$ cat config.mk
export PLATFORM = sky130hd
export DESIGN_NAME = per_path_serial_dispatch_queue
export DESIGN_NICKNAME = d
export VERILOG_FILES = /design/src/rtl/ppsdq_pkg.sv /design/src/rtl/ppsdq_out_stage.sv /design/src/rtl/per_path_serial_dispatch_queue.sv
export SDC_FILE = /design/constraint.sdc
export NUM_CORES = 2
export LEC_CHECK = 0
export BUFFER_PORTS_ARGS = -buffer_cell sky130_fd_sc_hd__buf_2
export CAP_MARGIN = 20
export CORE_MARGIN = 2
export CORE_UTILIZATION = 30
export CTS_BUF_LIST = sky130_fd_sc_hd__clkbuf_8
export DETAILED_ROUTE_END_ITERATION = 12
export GPL_ROUTABILITY_DRIVEN = 0
export PLACE_DENSITY_LB_ADDON = 0.1
export SLEW_MARGIN = 20
export SYNTH_ARGS = -nofsm -noshare
export SYNTH_HDL_FRONTEND = slang
export SYNTH_SLANG_ARGS = --single-unit
$ cat constraint.sdc
create_clock -name clk -period 6.4 [get_ports clk]
set_input_delay 1.6 -clock clk [delete_from_list [all_inputs] [get_ports clk]]
set_output_delay 1.6 -clock clk [all_outputs]
set_load 0.005 [all_outputs]
$ cat src/rtl/ppsdq_pkg.sv
package ppsdq_pkg;

  localparam int CMD_W       = 2;
  localparam int PATH_W      = 3;
  localparam int TASK_W      = 16;
  localparam int OC_W        = 3;
  localparam int IN_TDATA_W  = 24;
  localparam int OUT_TDATA_W = 24;

  typedef enum logic [CMD_W-1:0] {
    CMD_SUBMIT     = 2'd0,
    CMD_DONE       = 2'd1,
    CMD_RESET_PATH = 2'd2,
    CMD_RESET_ALL  = 2'd3
  } cmd_t;

  typedef enum logic [OC_W-1:0] {
    OC_DISPATCHED  = 3'd0,
    OC_QUEUED      = 3'd1,
    OC_IDLE        = 3'd2,
    OC_DISCARDED   = 3'd3,
    OC_RESET_EMPTY = 3'd4,
    OC_REJECTED    = 3'd5
  } oc_t;

  typedef struct packed {
    logic              last;
    logic [TASK_W-1:0] out_task;
    logic [PATH_W-1:0] out_path;
    oc_t               outcome;
  } res_t;

endpackage

$ cat src/rtl/ppsdq_out_stage.sv
module ppsdq_out_stage (
  input  logic                               clk,
  input  logic                               rst,
  input  logic                               push,
  input  ppsdq_pkg::res_t                    res,
  output logic                               free,
  output logic                               m_tvalid,
  input  logic                               m_tready,
  output logic [ppsdq_pkg::OUT_TDATA_W-1:0]  m_tdata,   // outcome, out_path, out_task, zero pad
  output logic                               m_tlast
);
  import ppsdq_pkg::*;

  res_t held;

  assign free     = !m_tvalid || m_tready;
  assign m_tdata  = OUT_TDATA_W'({held.out_task, held.out_path, held.outcome});
  assign m_tlast  = held.last;

  always_ff @(posedge clk) begin
    if (rst) begin
      m_tvalid <= 1'b0;
    end else if (push) begin
      m_tvalid <= 1'b1;
    end else if (m_tready) begin
      m_tvalid <= 1'b0;
    end
  end

  always_ff @(posedge clk) begin
    if (push) begin
      held <= res;
    end
  end

endmodule

$ cat src/rtl/per_path_serial_dispatch_queue.sv
// Per-path serial dispatch queue. Takes one request at a time and answers each request
// whose path is below PATHS with one or more results on the master stream, tlast on the
// final one. Per-path state (busy, FIFO head, FIFO count) lives in a small metadata RAM,
// the queued tags in a tag RAM of PATHS*QUEUE_DEPTH entries; both have registered reads.
// A submit or a completion with nothing queued goes through accept, metadata read and
// result; a completion that pops a tag adds a tag RAM read. A path reset gives one result
// per discarded tag, or one reset-empty result. A reset of all paths scans the metadata
// once to find the last non-empty FIFO, then walks the paths again up to that one, one
// result per discarded tag. Per-path valid bits clear at reset, so no clearing pass is
// needed. Output stalls hold the sequencer in every state that has a result to emit.
module per_path_serial_dispatch_queue #(
  parameter int PATHS       = 8,
  parameter int QUEUE_DEPTH = 8,
  parameter int TAG_BITS    = 16
) (
  input  logic                              clk,
  input  logic                              rst,
  input  logic                              s_tvalid,
  output logic                              s_tready,
  input  logic [ppsdq_pkg::IN_TDATA_W-1:0]  s_tdata,   // command, path_id, task_tag, zero pad
  output logic                              m_tvalid,
  input  logic                              m_tready,
  output logic [ppsdq_pkg::OUT_TDATA_W-1:0] m_tdata,   // outcome, out_path, out_task, zero pad
  output logic                              m_tlast
);
  import ppsdq_pkg::*;

  localparam int PW = (PATHS > 1) ? $clog2(PATHS) : 1;
  localparam int DW = (QUEUE_DEPTH > 1) ? $clog2(QUEUE_DEPTH) : 1;
  localparam int CW = $clog2(QUEUE_DEPTH + 1);
  localparam int AW = (PATHS * QUEUE_DEPTH > 1) ? $clog2(PATHS * QUEUE_DEPTH) : 1;
  localparam int TW = (TAG_BITS < TASK_W) ? TAG_BITS : TASK_W;

  typedef struct packed {
    logic          busy;
    logic [DW-1:0] head;
    logic [CW-1:0] count;
  } meta_t;

  typedef enum logic [5:0] {
    S_IDLE  = 6'b000001,
    S_META  = 6'b000010,
    S_POP   = 6'b000100,
    S_DRAIN = 6'b001000,
    S_SCAN  = 6'b010000,
    S_WALK  = 6'b100000
  } state_t;

  function automatic logic [DW-1:0] wrap_add(input logic [DW-1:0] a, input logic [DW:0] b);
    logic [DW+1:0] s;
    s = {2'b00, a} + {1'b0, b};
    if (s >= (DW+2)'(QUEUE_DEPTH)) begin
      s = s - (DW+2)'(QUEUE_DEPTH);
    end
    return s[DW-1:0];
  endfunction

  function automatic logic [AW-1:0] st_addr(input logic [PW-1:0] p, input logic [DW-1:0] s);
    return AW'(p) * AW'(QUEUE_DEPTH) + AW'(s);
  endfunction

  function automatic res_t mk_res(input oc_t oc, input logic [PW-1:0] p,
                                  input logic [TW-1:0] t, input logic l);
    res_t r;
    r.outcome  = oc;
    r.out_path = PATH_W'(p);
    r.out_task = TASK_W'(t);
    r.last     = l;
    return r;
  endfunction

  // Memories
  meta_t          meta_mem [PATHS];
  logic [TW-1:0]  store_mem [PATHS * QUEUE_DEPTH];
  meta_t          meta_rd;
  logic           meta_rd_vld;
  logic [TW-1:0]  store_rd;
  logic [PATHS-1:0] meta_vld;

  // Sequencer registers
  state_t        state, state_next;
  cmd_t          cmd, cmd_next;
  logic [PW-1:0] q, q_next;
  logic [PW-1:0] last_q, last_q_next;
  logic          found, found_next;
  logic [TW-1:0] tag, tag_next;
  logic [DW-1:0] k, k_next;
  logic [DW-1:0] head, head_next;
  logic [CW-1:0] cnt, cnt_next;

  // Memory and output controls
  logic          meta_re, meta_we, vld_clr_one, vld_clr_all;
  logic [PW-1:0] meta_ra;
  meta_t         meta_wd, meta_cur;
  logic          store_re, store_we;
  logic [AW-1:0] store_ra, store_wa;
  logic          res_push, out_free;
  res_t          res;

  cmd_t              cmd_in;
  logic [PATH_W-1:0] path_in;
  logic [TASK_W-1:0] tag_in;
  logic              nonempty, found_n;
  logic [DW:0]       k1;

  assign cmd_in   = cmd_t'(s_tdata[CMD_W-1:0]);
  assign path_in  = s_tdata[CMD_W +: PATH_W];
  assign tag_in   = s_tdata[CMD_W + PATH_W +: TASK_W];
  assign s_tready = (state == S_IDLE);
  assign meta_cur = meta_rd_vld ? meta_rd : '0;
  assign nonempty = (meta_cur.count != '0);
  assign found_n  = found | nonempty;
  assign k1       = {1'b0, k} + (DW+1)'(1);

  always_comb begin
    state_next  = state;
    cmd_next    = cmd;
    q_next      = q;
    last_q_next = last_q;
    found_next  = found;
    tag_next    = tag;
    k_next      = k;
    head_next   = head;
    cnt_next    = cnt;
    meta_re     = 1'b0;
    meta_ra     = q;
    meta_we     = 1'b0;
    meta_wd     = meta_cur;
    vld_clr_one = 1'b0;
    vld_clr_all = 1'b0;
    store_re    = 1'b0;
    store_ra    = st_addr(q, meta_cur.head);
    store_we    = 1'b0;
    store_wa    = st_addr(q, wrap_add(meta_cur.head, (DW+1)'(meta_cur.count)));
    res_push    = 1'b0;
    res         = mk_res(OC_DISPATCHED, q, tag, 1'b1);

    unique case (state)
      S_IDLE: begin
        if (s_tvalid) begin
          cmd_next = cmd_in;
          tag_next = TW'(tag_in);
          q_next   = PW'(path_in);
          if (cmd_in == CMD_RESET_ALL) begin
            q_next     = '0;
            found_next = 1'b0;
            meta_re    = 1'b1;
            meta_ra    = '0;
            state_next = S_SCAN;
          end else if (32'(path_in) < PATHS) begin
            meta_re    = 1'b1;
            meta_ra    = PW'(path_in);
            state_next = S_META;
          end
        end
      end

      S_META: begin
        if (out_free) begin
          unique case (cmd)
            CMD_SUBMIT: begin
              res_push   = 1'b1;
              state_next = S_IDLE;
              if (!meta_cur.busy) begin
                meta_we      = 1'b1;
                meta_wd.busy = 1'b1;
                res          = mk_res(OC_DISPATCHED, q, tag, 1'b1);
              end else if (meta_cur.count >= CW'(QUEUE_DEPTH)) begin
                res = mk_res(OC_REJECTED, q, tag, 1'b1);
              end else begin
                store_we      = 1'b1;
                meta_we       = 1'b1;
                meta_wd.count = meta_cur.count + CW'(1);
                res           = mk_res(OC_QUEUED, q, tag, 1'b1);
              end
            end
            CMD_DONE: begin
              meta_we = 1'b1;
              if (nonempty) begin
                store_re      = 1'b1;
                meta_wd.head  = wrap_add(meta_cur.head, (DW+1)'(1));
                meta_wd.count = meta_cur.count - CW'(1);
                meta_wd.busy  = 1'b1;
                state_next    = S_POP;
              end else begin
                meta_wd.busy = 1'b0;
                res          = mk_res(OC_IDLE, q, '0, 1'b1);
                res_push     = 1'b1;
                state_next   = S_IDLE;
              end
            end
            CMD_RESET_PATH: begin
              if (nonempty) begin
                head_next  = meta_cur.head;
                cnt_next   = meta_cur.count;
                k_next     = '0;
                store_re   = 1'b1;
                state_next = S_DRAIN;
              end else begin
                vld_clr_one = 1'b1;
                res         = mk_res(OC_RESET_EMPTY, q, '0, 1'b1);
                res_push    = 1'b1;
                state_next  = S_IDLE;
              end
            end
            CMD_RESET_ALL: begin
              state_next = S_IDLE;
            end
          endcase
        end
      end

      S_POP: begin
        if (out_free) begin
          res        = mk_res(OC_DISPATCHED, q, store_rd, 1'b1);
          res_push   = 1'b1;
          state_next = S_IDLE;
        end
      end

      S_DRAIN: begin
        if (out_free) begin
          res_push = 1'b1;
          res      = mk_res(OC_DISCARDED, q, store_rd,
                            (k1 == (DW+1)'(cnt)) && (cmd == CMD_RESET_PATH || q == last_q));
          if (k1 != (DW+1)'(cnt)) begin
            k_next   = k1[DW-1:0];
            store_re = 1'b1;
            store_ra = st_addr(q, wrap_add(head, k1));
          end else if (cmd == CMD_RESET_PATH) begin
            vld_clr_one = 1'b1;
            state_next  = S_IDLE;
          end else if (q == last_q) begin
            vld_clr_all = 1'b1;
            state_next  = S_IDLE;
          end else begin
            q_next     = q + PW'(1);
            meta_re    = 1'b1;
            meta_ra    = q + PW'(1);
            state_next = S_WALK;
          end
        end
      end

      S_SCAN: begin
        if (q == PW'(PATHS - 1)) begin
          if (found_n) begin
            found_next = 1'b1;
            if (nonempty) begin
              last_q_next = q;
            end
            q_next     = '0;
            meta_re    = 1'b1;
            meta_ra    = '0;
            state_next = S_WALK;
          end else if (out_free) begin
            res         = mk_res(OC_RESET_EMPTY, '0, '0, 1'b1);
            res_push    = 1'b1;
            vld_clr_all = 1'b1;
            state_next  = S_IDLE;
          end
        end else begin
          found_next = found_n;
          if (nonempty) begin
            last_q_next = q;
          end
          q_next  = q + PW'(1);
          meta_re = 1'b1;
          meta_ra = q + PW'(1);
        end
      end

      S_WALK: begin
        if (nonempty) begin
          head_next  = meta_cur.head;
          cnt_next   = meta_cur.count;
          k_next     = '0;
          store_re   = 1'b1;
          state_next = S_DRAIN;
        end else begin
          q_next  = q + PW'(1);
          meta_re = 1'b1;
          meta_ra = q + PW'(1);
        end
      end

      default: begin
        state_next = S_IDLE;
      end
    endcase
  end

  always_ff @(posedge clk) begin
    if (rst) begin
      state       <= S_IDLE;
      meta_vld    <= '0;
      meta_rd_vld <= 1'b0;
    end else begin
      state <= state_next;
      if (meta_re) begin
        meta_rd_vld <= meta_vld[meta_ra];
      end
      if (vld_clr_all) begin
        meta_vld <= '0;
      end else if (vld_clr_one) begin
        meta_vld[q] <= 1'b0;
      end else if (meta_we) begin
        meta_vld[q] <= 1'b1;
      end
    end
  end

  always_ff @(posedge clk) begin
    cmd    <= cmd_next;
    q      <= q_next;
    last_q <= last_q_next;
    found  <= found_next;
    tag    <= tag_next;
    k      <= k_next;
    head   <= head_next;
    cnt    <= cnt_next;
  end

  always_ff @(posedge clk) begin
    if (meta_we) begin
      meta_mem[q] <= meta_wd;
    end
    if (meta_re) begin
      meta_rd <= meta_mem[meta_ra];
    end
  end

  always_ff @(posedge clk) begin
    if (store_we) begin
      store_mem[store_wa] <= tag;
    end
    if (store_re) begin
      store_rd <= store_mem[store_ra];
    end
  end

  ppsdq_out_stage u_out (
    .clk      (clk),
    .rst      (rst),
    .push     (res_push),
    .res      (res),
    .free     (out_free),
    .m_tvalid (m_tvalid),
    .m_tready (m_tready),
    .m_tdata  (m_tdata),
    .m_tlast  (m_tlast)
  );

endmodule

==> results.md <==
- Actual slew at the worst max-slew pin: about 1.2 ns
- Met1 capacity usage during global routing: 0.283
- Leakage power: ~0.019 uW
- Part of the cycle the worst path needs: 0.801
- Crit-path max FO: 33
- Number of global-route vias before repair: between 20000 and 30000
- Buffers inserted during post-CTS setup optimization: 0
- Slowest stage cell on the critical path: nor4b_1
- Wire length of the first global-routing pass: approximately 230 mm
- Post-synthesis cell type count: 85
- Mapped Cells: 3200
- Final setup vio count: 0
- Initial core utilization: 0.302
- Most instantiated flip-flop cell in the synthesis netlist: edfxtp_1
- Filler cell count in the final layout: between 15000 and 20000
- Die area: between 150000 and 200000 sq um
- Count of final hold-check violations: 0
- Crit path required time: 7.01 ns
- Tightest Hold Check Type: reg -> reg
- Initial detailed-routing violation count: approximately 3400
- Worst setup skew after layout: ~0.056 ns
- Type of origin of the critical path: flop
- Busiest metal layer after global routing: met2
- Crit path largest cell delay: between 0.9 and 1 ns
- Fin Hold WS: around 0.53 ns
- Fraction of final layout cells sized beyond drive strength 1: 0.176
- Routed wire length: between 150 and 200 mm
- Max transition margin: 0.193
- Setup repair after global routing missed its margin: no
- Signal arrival time at the worst endpoint: about 5.7 ns
- Total number of vias: approximately 30000
- Port-buffer cells: 49
- Design Area, Final: around 56000 sq um
- DR WL/cell: between 20 and 30 um
- Total number of clock tree sinks: 1186
- Count of final max-slew check failures: 0
- Final-stage net count: between 3000 and 4000
- Area of the core: around 160000 sq um
- Number of buffers inserted by hold repair at cts: 0
- Maximum level of the CTS H-tree: 4
- Max_cap viols: 0
- Clock tree from TritonCTS: done
- Residual DRC count: 0
- Count of flip-flops with a built-in enable after synthesis: roughly 1200
- Sequential-to-total area share from yosys stat: 0.742
- Share of the core filled with cells: 0.352
- I/O pin count: 55
- Proportion of synthesized flip-flops having asynchronous set or reset: 0
- Final period demand of the worst path: ~5.1 ns
- GR Layer Usage met2: 0.324
- Maximum number of pins on one net before global-route repair: between 70 and 80
- Dominant delay contributor by cell family on the critical path: simple AND/OR/NAND/NOR gates
- Area after detailed placement: between 50000 and 60000 sq um
- Quantity of gates resized following cts: 0
- Total congestion overflow: 0
- Crit path buf inv count: 3
- Final ANT Viol Nets: 0
- Crit path capture type: flop
- Series of cell instances along the critical path: ha_1, xnor2_1, and3_1, a21boi_2, nor2_4, buf_12, buf_12, mux2i_1, a211oi_1, buf_4, nor4b_1, o2111ai_1
- Mean post-synth cell area: ~15 sq um
- All-Layer GR Usage: 0.204
- Timing-limited maximum frequency: just under 200 MHz
- Max Root-Sink Buffers: 3
- Number of clock buffers inserted by TritonCTS: approximately 210
- Dominant cell type by area after synthesis: edfxtp_1
- Ratio of routed vias to standard cells: around 5.3
- Layout overhead on the synthesized area: 16.6%
- Flip-flop and latch count after synthesis: about 1200
- Setup slack, reg-to-reg: ~1.3 ns
- Largest cells by area after synthesis: edfxtp_1, mux2i_1, nand2_1
- Most frequently used cell type in the post-synthesis netlist: edfxtp_1
- Clk_lat worst skew: between 0.9 and 1 ns
- Met3 Resource Use GR: 0.0412
- DP HPWL: around 110 mm
- Final std cells w/o fill: around 5800
- Die outline width: a little over 400 um
- Type of the worst setup path: reg -> reg
- Worst ir drop on vdd: approximately 0.00023 V
- Clock root buffer: clkbuf_8
- Synthesis Warnings: 0
- Accumulated negative setup slack: 0 ns
- Post-placement cell count: between 5000 and 6000
- Number of rows in the core area: roughly 150
- Clock-pin slew reported for the worst setup and hold paths after clock tree synthesis: about 0.06 ns
- Die span in y: roughly 400 um
- TritonRoute pass-1 iters: 6
- CP most frequent cell: buf_12
- Share of the synthesized area in the top cell type: 0.734
- Total power density per cell area: around 320 nW/um^2
- Mapped cell area: between 40000 and 50000 sq um
- Top post-synthesis cells by count: edfxtp_1, nand2_1, a21oi_1, nor3_1, mux2i_1
- Run status: completed
- Number of antenna violations at the first check in global routing: 15
==> path summary, 6_finish.rpt <==
kind / start / endpoint / cells past startpoint
setup / recovery: k[0] / store_rd[4] / 12
setup reg to reg: k[0] / store_rd[4] / 12
hold reg to reg: flop / flop / 2
hold / removal: flop / flop / 2
==> state kept, by name (all words and copies together) (netlist names), 2 cells and up, named ones only <==
signal	cells
store_mem	1024
meta_mem	64
u_out.m_tdata	22
store_rd	16
tag	16
meta_rd	8
state	6
cnt	4
head	3
k	3
last_q	3
q	3
cmd	2
==> cells in the final DEF (no fill, tap or decap), types with 15 or more instances in the layout <==
master	instances
a21oi_1	188
and3_1	31
clkinv_2	21
nand3_1	115
inv_1	77
a221oi_1	53
clkbuf_8	209
o21ai_0	29
edfxtp_1	1167
a32oi_1	19
nor2b_1	25
o2111ai_1	16
a211oi_1	122
nand2_1	377
a31oi_1	15
buf_2	49
nor3_1	187
clkinv_1	49
buf_4	261
dfxtp_1	19
a21o_1	23
nor2_1	100
a211o_1	19
a221o_1	17
a31o_2	21
buf_12	19
mux2i_1	178
a22o_1	17
==> layer usage <==
metal / routed length (um) / share of wire
met2: 77700 / 0.46
met3: 12400 / 0.074
met1: 73600 / 0.44
met4: 4200 / 0.025
met5: 0 / 0
==> final cells by class <==
| class | count | area (sq um) | area share |
|---|---|---|---|
| Tap cell | 2072 | 2590 | 0.0466 |
| Multi-Input combinational cell | 1789 | 11300 | 0.204 |
| Sequential cell | 1186 | 35400 | 0.636 |
| Inverter | 17 | 63.8 | 0.00115 |
| Clock inverter | 149 | 782 | 0.0140 |
| Timing Repair Buffer | 329 | 2580 | 0.0464 |
| Clock buffer | 209 | 2880 | 0.0517 |
| Antenna cell | 4 | 10.0 | 0.000180 |
==> logic make-up after synthesis <==
group / synth area share
buffers and inverters: 0.0239
other: 0.0000786
multiplexers: 0.0411
adder cells (fa/ha/maj): 0.00398
XOR/XNOR: 0.00359
AND/OR/NAND/NOR: 0.0891
flip-flops: 0.742
AO/OA/AOI/OAI: 0.0962
==> through the flow <==
step | worst slack, ns | power [uW]
2_1_floorplan | 2.25 | 10400
3_3_place_gp | 0.750 | 11900
3_5_place_dp | 0.634 | 11900
4_1_cts | 1.43 | 18200
5_1_grt | 1.19 | 18700
6_report | 1.27 | 18000
==> worst register-to-register path: stages (launching register included) <==
cell and delay, ns:
edfxtp_1 0.47, ha_1 0.40, xnor2_1 0.19, and3_1 0.40, a21boi_2 0.25, nor2_4 0.73
buf_12 0.30, buf_12 0.25, mux2i_1 0.24, a211oi_1 0.10, buf_4 0.21, nor4b_1 0.99
o2111ai_1 0.28
==> power by group <==
part           leakage, uW  total, uW  internal [uW]  switching [uW]
Sequential          0.0107       8830           8770            63.3
Clock              0.00209       6300           3150            3150
Combinational      0.00587       2920            854            2060
Total               0.0186      18000          12800            5270
Power figures use the tool's default switching activity.
